[config.mk]
export PLATFORM = sky130hd
export DESIGN_NAME = ttls_mod_unit
export DESIGN_NICKNAME = d
export VERILOG_FILES = /design/src/rtl/ttls_pkg.sv /design/src/rtl/ttls_mod_unit.sv
export SDC_FILE = /design/constraint.sdc
export NUM_CORES = 1
export LEC_CHECK = 0
export BUFFER_PORTS_ARGS = -buffer_cell sky130_fd_sc_hd__buf_2
export CORE_ASPECT_RATIO = 0.6
export CORE_UTILIZATION = 50
export CTS_CLUSTER_SIZE = 24
export DETAILED_ROUTE_END_ITERATION = 7
export GPL_ROUTABILITY_DRIVEN = 0
export PLACE_DENSITY = 0.81
export SLEW_MARGIN = 15
export SYNTH_ARGS = -nofsm -noshare
export SYNTH_HDL_FRONTEND = slang
export SYNTH_SLANG_ARGS = --single-unit
[constraint.sdc]
create_clock -name clock -period 2.8 [get_ports clock]
set_clock_uncertainty 0.15 [all_clocks]
set_input_delay 0.14 -clock clock [delete_from_list [all_inputs] [get_ports clock]]
set_output_delay 0.14 -clock clock [all_outputs]
set_load 0.02 [all_outputs]
[src/rtl/ttls_pkg.sv]
// Shared constants, types and codes for the tiered token lottery scheduler.
package ttls_pkg;

   localparam int MAX_CORPUS_DEF  = 64;
   localparam int UPPER_SLOTS_DEF = 50;
   localparam int LOW_SLOTS_DEF   = 2;
   localparam int ID_BITS_DEF     = 16;

   localparam int RAND_W     = 31;
   localparam int OUT_ID_W   = 16;
   localparam int LIMIT_W    = 7;
   localparam int HTH_W      = 16;
   localparam int ETH_W      = 15;
   localparam int CSR_W      = 16;
   localparam int CSR_IDX_W  = 2;
   localparam int WEIGHT_W   = 16;
   localparam int TIER_W     = 2;

   localparam int HIGH_CAP   = 200;
   localparam int MID_CAP    = 50;
   localparam int TIER_MOD   = 100;
   localparam int HIGH_CUT   = 60;
   localparam int MID_CUT    = 30;
   localparam int HREM_W     = $clog2(HIGH_CAP + 1);
   localparam int MREM_W     = $clog2(MID_CAP + 1);
   localparam int MOD_W      = $clog2(TIER_MOD);

   localparam logic [RAND_W-1:0] TIER_RECIP = RAND_W'(1374389535);
   localparam int                TIER_SHIFT = 37;

   localparam logic [LIMIT_W-1:0] LIMIT_RESET = LIMIT_W'(64);

   typedef enum logic [CSR_IDX_W-1:0] {
      CSR_CORPUS_LIMIT   = 2'd0,
      CSR_HIGH_THRESHOLD = 2'd1,
      CSR_EDGE_THRESHOLD = 2'd2
   } csr_index_type;

   typedef enum logic [TIER_W-1:0] {
      TIER_HIGH = 2'd0,
      TIER_MID  = 2'd1,
      TIER_LOW  = 2'd2
   } tier_type;

   typedef enum logic [2:0] {
      ST_IDLE,
      ST_ADD,
      ST_MOD_A,
      ST_MOD_B,
      ST_READ,
      ST_RESP
   } state_type;

   localparam int OP_ADD  = 0;
   localparam int OP_PICK = 1;

endpackage

[src/rtl/ttls_mod_unit.sv]
// Bit-serial restoring remainder unit, one dividend bit per cycle.
module ttls_mod_unit #(
   parameter int DIV_W = 12
) (
   input  logic                          clock,
   input  logic                          reset,
   input  logic                          start,
   input  logic [ttls_pkg::RAND_W-1:0]   dividend,
   input  logic [DIV_W-1:0]              divisor,
   output logic                          done,
   output logic [DIV_W-1:0]              remainder
);
   localparam int CNT_W = $clog2(ttls_pkg::RAND_W + 1);

   logic [ttls_pkg::RAND_W-1:0] num_ff, num_in;
   logic [DIV_W-1:0]            den_ff, den_in;
   logic [DIV_W:0]              rem_ff, rem_in;
   logic [CNT_W-1:0]            cnt_ff, cnt_in;
   logic                        run_ff, run_in;
   logic                        done_ff, done_in;
   logic [DIV_W:0]              trial;

   always_comb begin
      num_in  = num_ff;
      den_in  = den_ff;
      rem_in  = rem_ff;
      cnt_in  = cnt_ff;
      run_in  = run_ff;
      done_in = 1'b0;
      trial   = {rem_ff[DIV_W-1:0], num_ff[ttls_pkg::RAND_W-1]};
      if (start) begin
         num_in = dividend;
         den_in = divisor;
         rem_in = '0;
         cnt_in = CNT_W'(ttls_pkg::RAND_W);
         run_in = 1'b1;
      end else if (run_ff) begin
         num_in = {num_ff[ttls_pkg::RAND_W-2:0], 1'b0};
         if (trial >= {1'b0, den_ff}) begin
            rem_in = trial - {1'b0, den_ff};
         end else begin
            rem_in = trial;
         end
         cnt_in = cnt_ff - 1'b1;
         if (cnt_ff == CNT_W'(1)) begin
            run_in  = 1'b0;
            done_in = 1'b1;
         end
      end
   end

   always_ff @(posedge clock) begin
      if (reset) begin
         run_ff  <= 1'b0;
         done_ff <= 1'b0;
         cnt_ff  <= '0;
      end else begin
         run_ff  <= run_in;
         done_ff <= done_in;
         cnt_ff  <= cnt_in;
      end
      num_ff <= num_in;
      den_ff <= den_in;
      rem_ff <= rem_in;
   end

   assign done      = done_ff;
   assign remainder = rem_ff[DIV_W-1:0];

endmodule

---- After elaboration in Yosys (flattened, before gate mapping) ----
Index checks and enable logic that the tools add are counted.
storage, ports and cells
  register bits ........................... 62
  bits in latches ......................... 0
  memory bits (writable) .................. 0
  bits in read-only memories .............. 0
  input bits .............................. 46
  output and inout port bits .............. 13
  memories ................................ 0
operators by class
  add/subtract/negate cells ............... 2
  multipliers ............................. 0
  divide/modulo/power cells ............... 0
  magnitude comparators ................... 1
  equal/unequal tests ..................... 1
  shift-type cells ........................ 0
  multiplexer cells ....................... 9
  bitwise operators ....................... 1
  reductions and logical operators ........ 2
operators with widths
  kind                                              number
  2-to-1 mux 31 bit                                 2
  greater-or-equal comparator 13 x 12 -> 1 bit      1
  2-to-1 mux 12 bit                                 1
  subtractor 12 bit                                 1
  2-to-1 mux 5 bit                                  2
  == test 5 x 1 -> 1 bit, second input constant     1
  subtractor 5 x 1 -> 5 bit, second input constant  1
  2-to-1 mux 1 bit                                  4
  OR reduction 3 bit                                1
  nonzero test 2 bit                                1
  NOT 1 bit                                         1

---- Depth between registers and ports, before layout ----
  word-level depth ........................ 4
  mapped depth ............................ 10

---- Least setup slack after synthesis ----
OpenSTA, ideal clock, no wires.
  path type ............................... register to register
  from .................................... reg num_ff[30] (netlist name)
  to ...................................... reg rem_ff[8]
  library setup time ...................... 0.139 ns
  data arrival time ....................... 2.152 ns
  required time ........................... 2.511 ns
  path slack .............................. 0.359 ns
  stages on the path, launching flop included .. 11
  path buffers ............................ 0
  period minus slack after synthesis ...... 2.441 ns
  cell sequence ........................... edfxtp_1 inv_1 ha_1 inv_1 fa_1 a211oi_1 o21bai_1 a2111oi_0 nor2_1 xnor2_1 o221ai_1
on the way
  longest elaborated chain between the ends .. 2
ends and longest elaborated chain
  item                                                                               line                                      text
  from (decl)                                                                        ttls_mod_unit.sv:15                       logic [ttls_pkg::RAND_W-1:0] num_ff, num_in;
  from (signal assigned)                                                             ttls_mod_unit.sv:62                       num_ff <= num_in;
  subtractor 12 bit or greater-or-equal comparator 13 x 12 -> 1 bit (tied branches)  ttls_mod_unit.sv:40, ttls_mod_unit.sv:39
  2-to-1 mux 12 bit *                                                                ttls_mod_unit.sv:39                       if (trial >= {1'b0, den_ff}) begin
  to (signal assigned)                                                               ttls_mod_unit.sv:64                       rem_ff <= rem_in;
  to (decl)                                                                          ttls_mod_unit.sv:17                       logic [DIV_W:0] rem_ff, rem_in;
Every way passes the cells marked *; elsewhere a longest branch is shown, timed or not.
A chain may end at the register's enable or synchronous reset.

---- Final worst setup path ----
Same ends and word-level chain as after synthesis.

==> metrics.md <==
| Metric | Value |
|---|---|
| Worst rel slew slack | `51.6%` |
| IO Port Bufs | `58` |
| Worst-path clk slew | `0.08 ns` |
| WL final | `7340 um` |
| CP Capture Type | `register` |
| Post-route ant nets | `0` |
| GRT overflow | `0` |
| IO Pins | `59` |
| Status | `finished clean` |
| Worst setup margin | `0.0976 ns` |
| Critical Path AT | `2.77 ns` |
| Part of the power in combinational logic | `24.1%` |
| Filler instances | `437` |
| Synth Flop Type | `edfxtp_1` |
| Synth unique cells | `51` |
| CP bufs+invs | `2` |
| Min-delay src | `start` |
| CP cell instances | `inv_1 -> ha_1 -> inv_1 -> fa_1 -> a211oi_1 -> o21bai_1 -> a2111oi_2 -> nor2_1 -> xnor2_1 -> o221ai_1` |
| Post-Syn Area | `3170 sq um` |
| Pre-Repair DR Iteration Count | `4` |
| Hold worst-path end | `rem_ff[9]` |
| First-pass GRT wire length | `11800 um` |
| Total clock buffers created by CTS | `9` |
| Worst R2R End | `rem_ff[8]` |
| Final period util | `96.5%` |
| Max Cap Viol | `0` |
| Yosys top cell area share | `40.8%` |
| TNS Setup | `0 ns` |
| Clock Sinks | `62` |
| Crit-path max FO | `3` |
| Post-synthesis sequential area ratio | `52.8%` |
| Layout area overhead | `33.4%` |
| Ratio of cells with drive above 1 in the final layout | `33.5%` |
| Clock period minus final worst setup slack | `2.70 ns` |
| Most used cell, CP | `inv_1` |
| NetSw | `0.733 mW` |
| Clock H-tree levels | `3` |
| Min-Delay Path Depth | `3` |
| Post-DP HPWL | `4320 um` |
| Commonest non-fill, non-tap cell in the layout | `buf_2` |
| Place WS | `0.131 ns` |
| Power per cell area | `595 nW/um^2` |
| CP Data Required Time | `2.86 ns` |
| Fmax | `0.370 GHz` |
| DR WL/cell | `16.0 um` |
| Yosys reg bits | `62` |
| Placed cell count | `397` |
| Via density | `5.28` |
| Latest clock arrival within the worst-skew pair | `0.35 ns` |
| Worst setup SP type | `register` |
| Vias in the first global route | `2452` |
| Detailed Route Iter0 Violations | `165` |
| # DRC | `0` |
| GRT Resource Usage Total | `23.6%` |
| Peak supply drop | `0.000381 V` |
| Syn Inst Count | `261` |
| Slew @ Worst Pin | `0.726 ns` |
| Commonest non-fill, non-tap cells in the layout | `buf_2, dlygate4sd3_1, edfxtp_1` |
| Internal power | `1.78 mW` |
| Chip Height | `63.7 um` |
| Largest net degree at the start of global routing | `35` |
| Clk Tree Root Cell | `clkbuf_8` |
| CTS tree | `done` |
| Crit Path Class | `register to register` |
| Nets | `432` |
| Full die area | `6670 sq um` |
| Core area | `6110 sq um` |
| Syn_nets | `322` |
| Final Slew Violations | `0` |
| Ant. Diodes | `0` |
| Clock power frac | `31.0%` |
| Finished Layout Cells | `460` |
| Post-synth top area cell | `edfxtp_1` |
| CTS max path bufs | `2` |
| Slowest cell delay on critical path | `0.41 ns` |
| Via count | `2427` |
| Post-layout util | `69.2%` |
| Power share of the sequential group | `44.9%` |
| R2R setup slack | `0.1 ns` |
| R2R depth | `10` |
| Reg2reg start | `num_ff[30]` |
| Initial Util | `51.8%` |
| Post-synth EDFFs | `43` |
| CP delay by family, top | `compound AO/OA/AOI/OAI gates` |
| Initial antenna violation count | `0` |
| Ranking of synthesized cells by area | `edfxtp_1, dfxtp_1, mux2_2, ha_1, nor2_1` |
| Final Hold Viols | `0` |
| Pleak | `1.74 nW` |
| Slowest-stage cell, CP | `fa_1` |
| Synth warn | `0` |
| # rows | `22` |
| Syn Area/Cell | `12.1 sq um` |
| Horiz. Die Dim | `105 um` |
| Hold/Removal Path Class | `input pin to register` |
| Net Sw Frac | `29.1%` |
| Endpoints failing setup | `0` |
| Asr flop ratio synth | `0%` |
[power groups by stage]
stage | Clock, mW | Combinational [mW] | Sequential (mW)
floorplan | 0 | 0.367 | 1.16
global placement | 0 | 0.499 | 1.14
detailed placement | 0 | 0.521 | 1.15
CTS | 0.794 | 0.572 | 1.13
global route | 0.836 | 0.659 | 1.14
finish | 0.780 | 0.607 | 1.13
[cells by family after synthesis]
group	Yosys count	synth area share (%)
buf+inv	28	3.55
xor+xnor	11	3.04
compound gates	43	11.4
flops	62	52.8
fa+ha+maj	15	6.16
mux	37	13.0
simple gates	65	10.0
[synthesized netlist by cell type (2+ instances only)]
cell,n
a211oi_1,8
a211oi_2,2
a21o_1,2
a21oi_1,8
clkbuf_1,10
dfxtp_1,19
edfxtp_1,43
ha_1,14
inv_1,17
mux2_2,30
mux2i_1,6
nand2_1,8
nand2b_1,3
nand3_1,4
nor2_1,30
nor2_2,3
nor2b_1,2
nor3b_1,3
nor4b_1,2
o21ai_0,4
o311ai_0,2
or2_2,2
or3_1,2
xnor2_1,7
xor2_1,4
[worst max-delay path by stage]
stage | cells past startpoint | start | end
after global placement | 10 | num_ff[30] | rem_ff[10]
after global routing | 10 | num_ff[30] | rem_ff[8]
after detailed placement | 10 | num_ff[30] | rem_ff[10]
after CTS | 10 | num_ff[30] | rem_ff[8]
final | 10 | num_ff[30] | rem_ff[8]
after floorplan | 10 | num_ff[30] | rem_ff[8]
[registers in the layout, indices dropped and copies added (netlist names)]
name and cells:
done 1, cnt_ff 5, run_ff 1, den_ff 12, rem_ff 12, num_ff 31
[timing repair]
action | 4_1_cts | 5_1_grt
setup endpoints to repair | 0 | 3
hold buffers | 44 | 0
setup buffers | 0 | 3
endpoints found under the hold margin | 49 | 0
resized for setup | 0 | 3
[worst register-to-register path, cell delays in order, from the launching register on]
cell and delay [ns]:
edfxtp_1 0.36, inv_1 0.09, ha_1 0.16, inv_1 0.05, fa_1 0.41, a211oi_1 0.33
o21bai_1 0.23, a2111oi_2 0.42, nor2_1 0.11, xnor2_1 0.15, o221ai_1 0.13
[routing by layer]
layer,wire (um),up-vias,track usage (%)
met5,0,-,0
met4,190,0,10.4
met3,444,20,8.49
met2,3500,87,37.7
met1,3210,1141,29.0
li1,-,1179,-
[cell type report]
class | instances | area (sq um) | share of cell area (%)
clock buffer | 9 | 124 | 2.93
inverter | 17 | 63.8 | 1.51
timing repair buffer | 110 | 791 | 18.7
multi-input combinational | 171 | 1400 | 33.0
clock inverter | 7 | 75.1 | 1.78
tap | 84 | 105 | 2.49
sequential | 62 | 1670 | 39.5
[metrics by stage]
stage                     hold WS (ns)  cell area (sq um)  power (mW)
after global routing             0.211               4230        2.63
after detailed placement         0.168               3550        1.67
after floorplan                 0.0624               3170        1.52
final                            0.203               4230        2.52
after global placement           0.166               3550        1.64
after CTS                        0.202               4190        2.49
(Power assumes the default switching activity.)
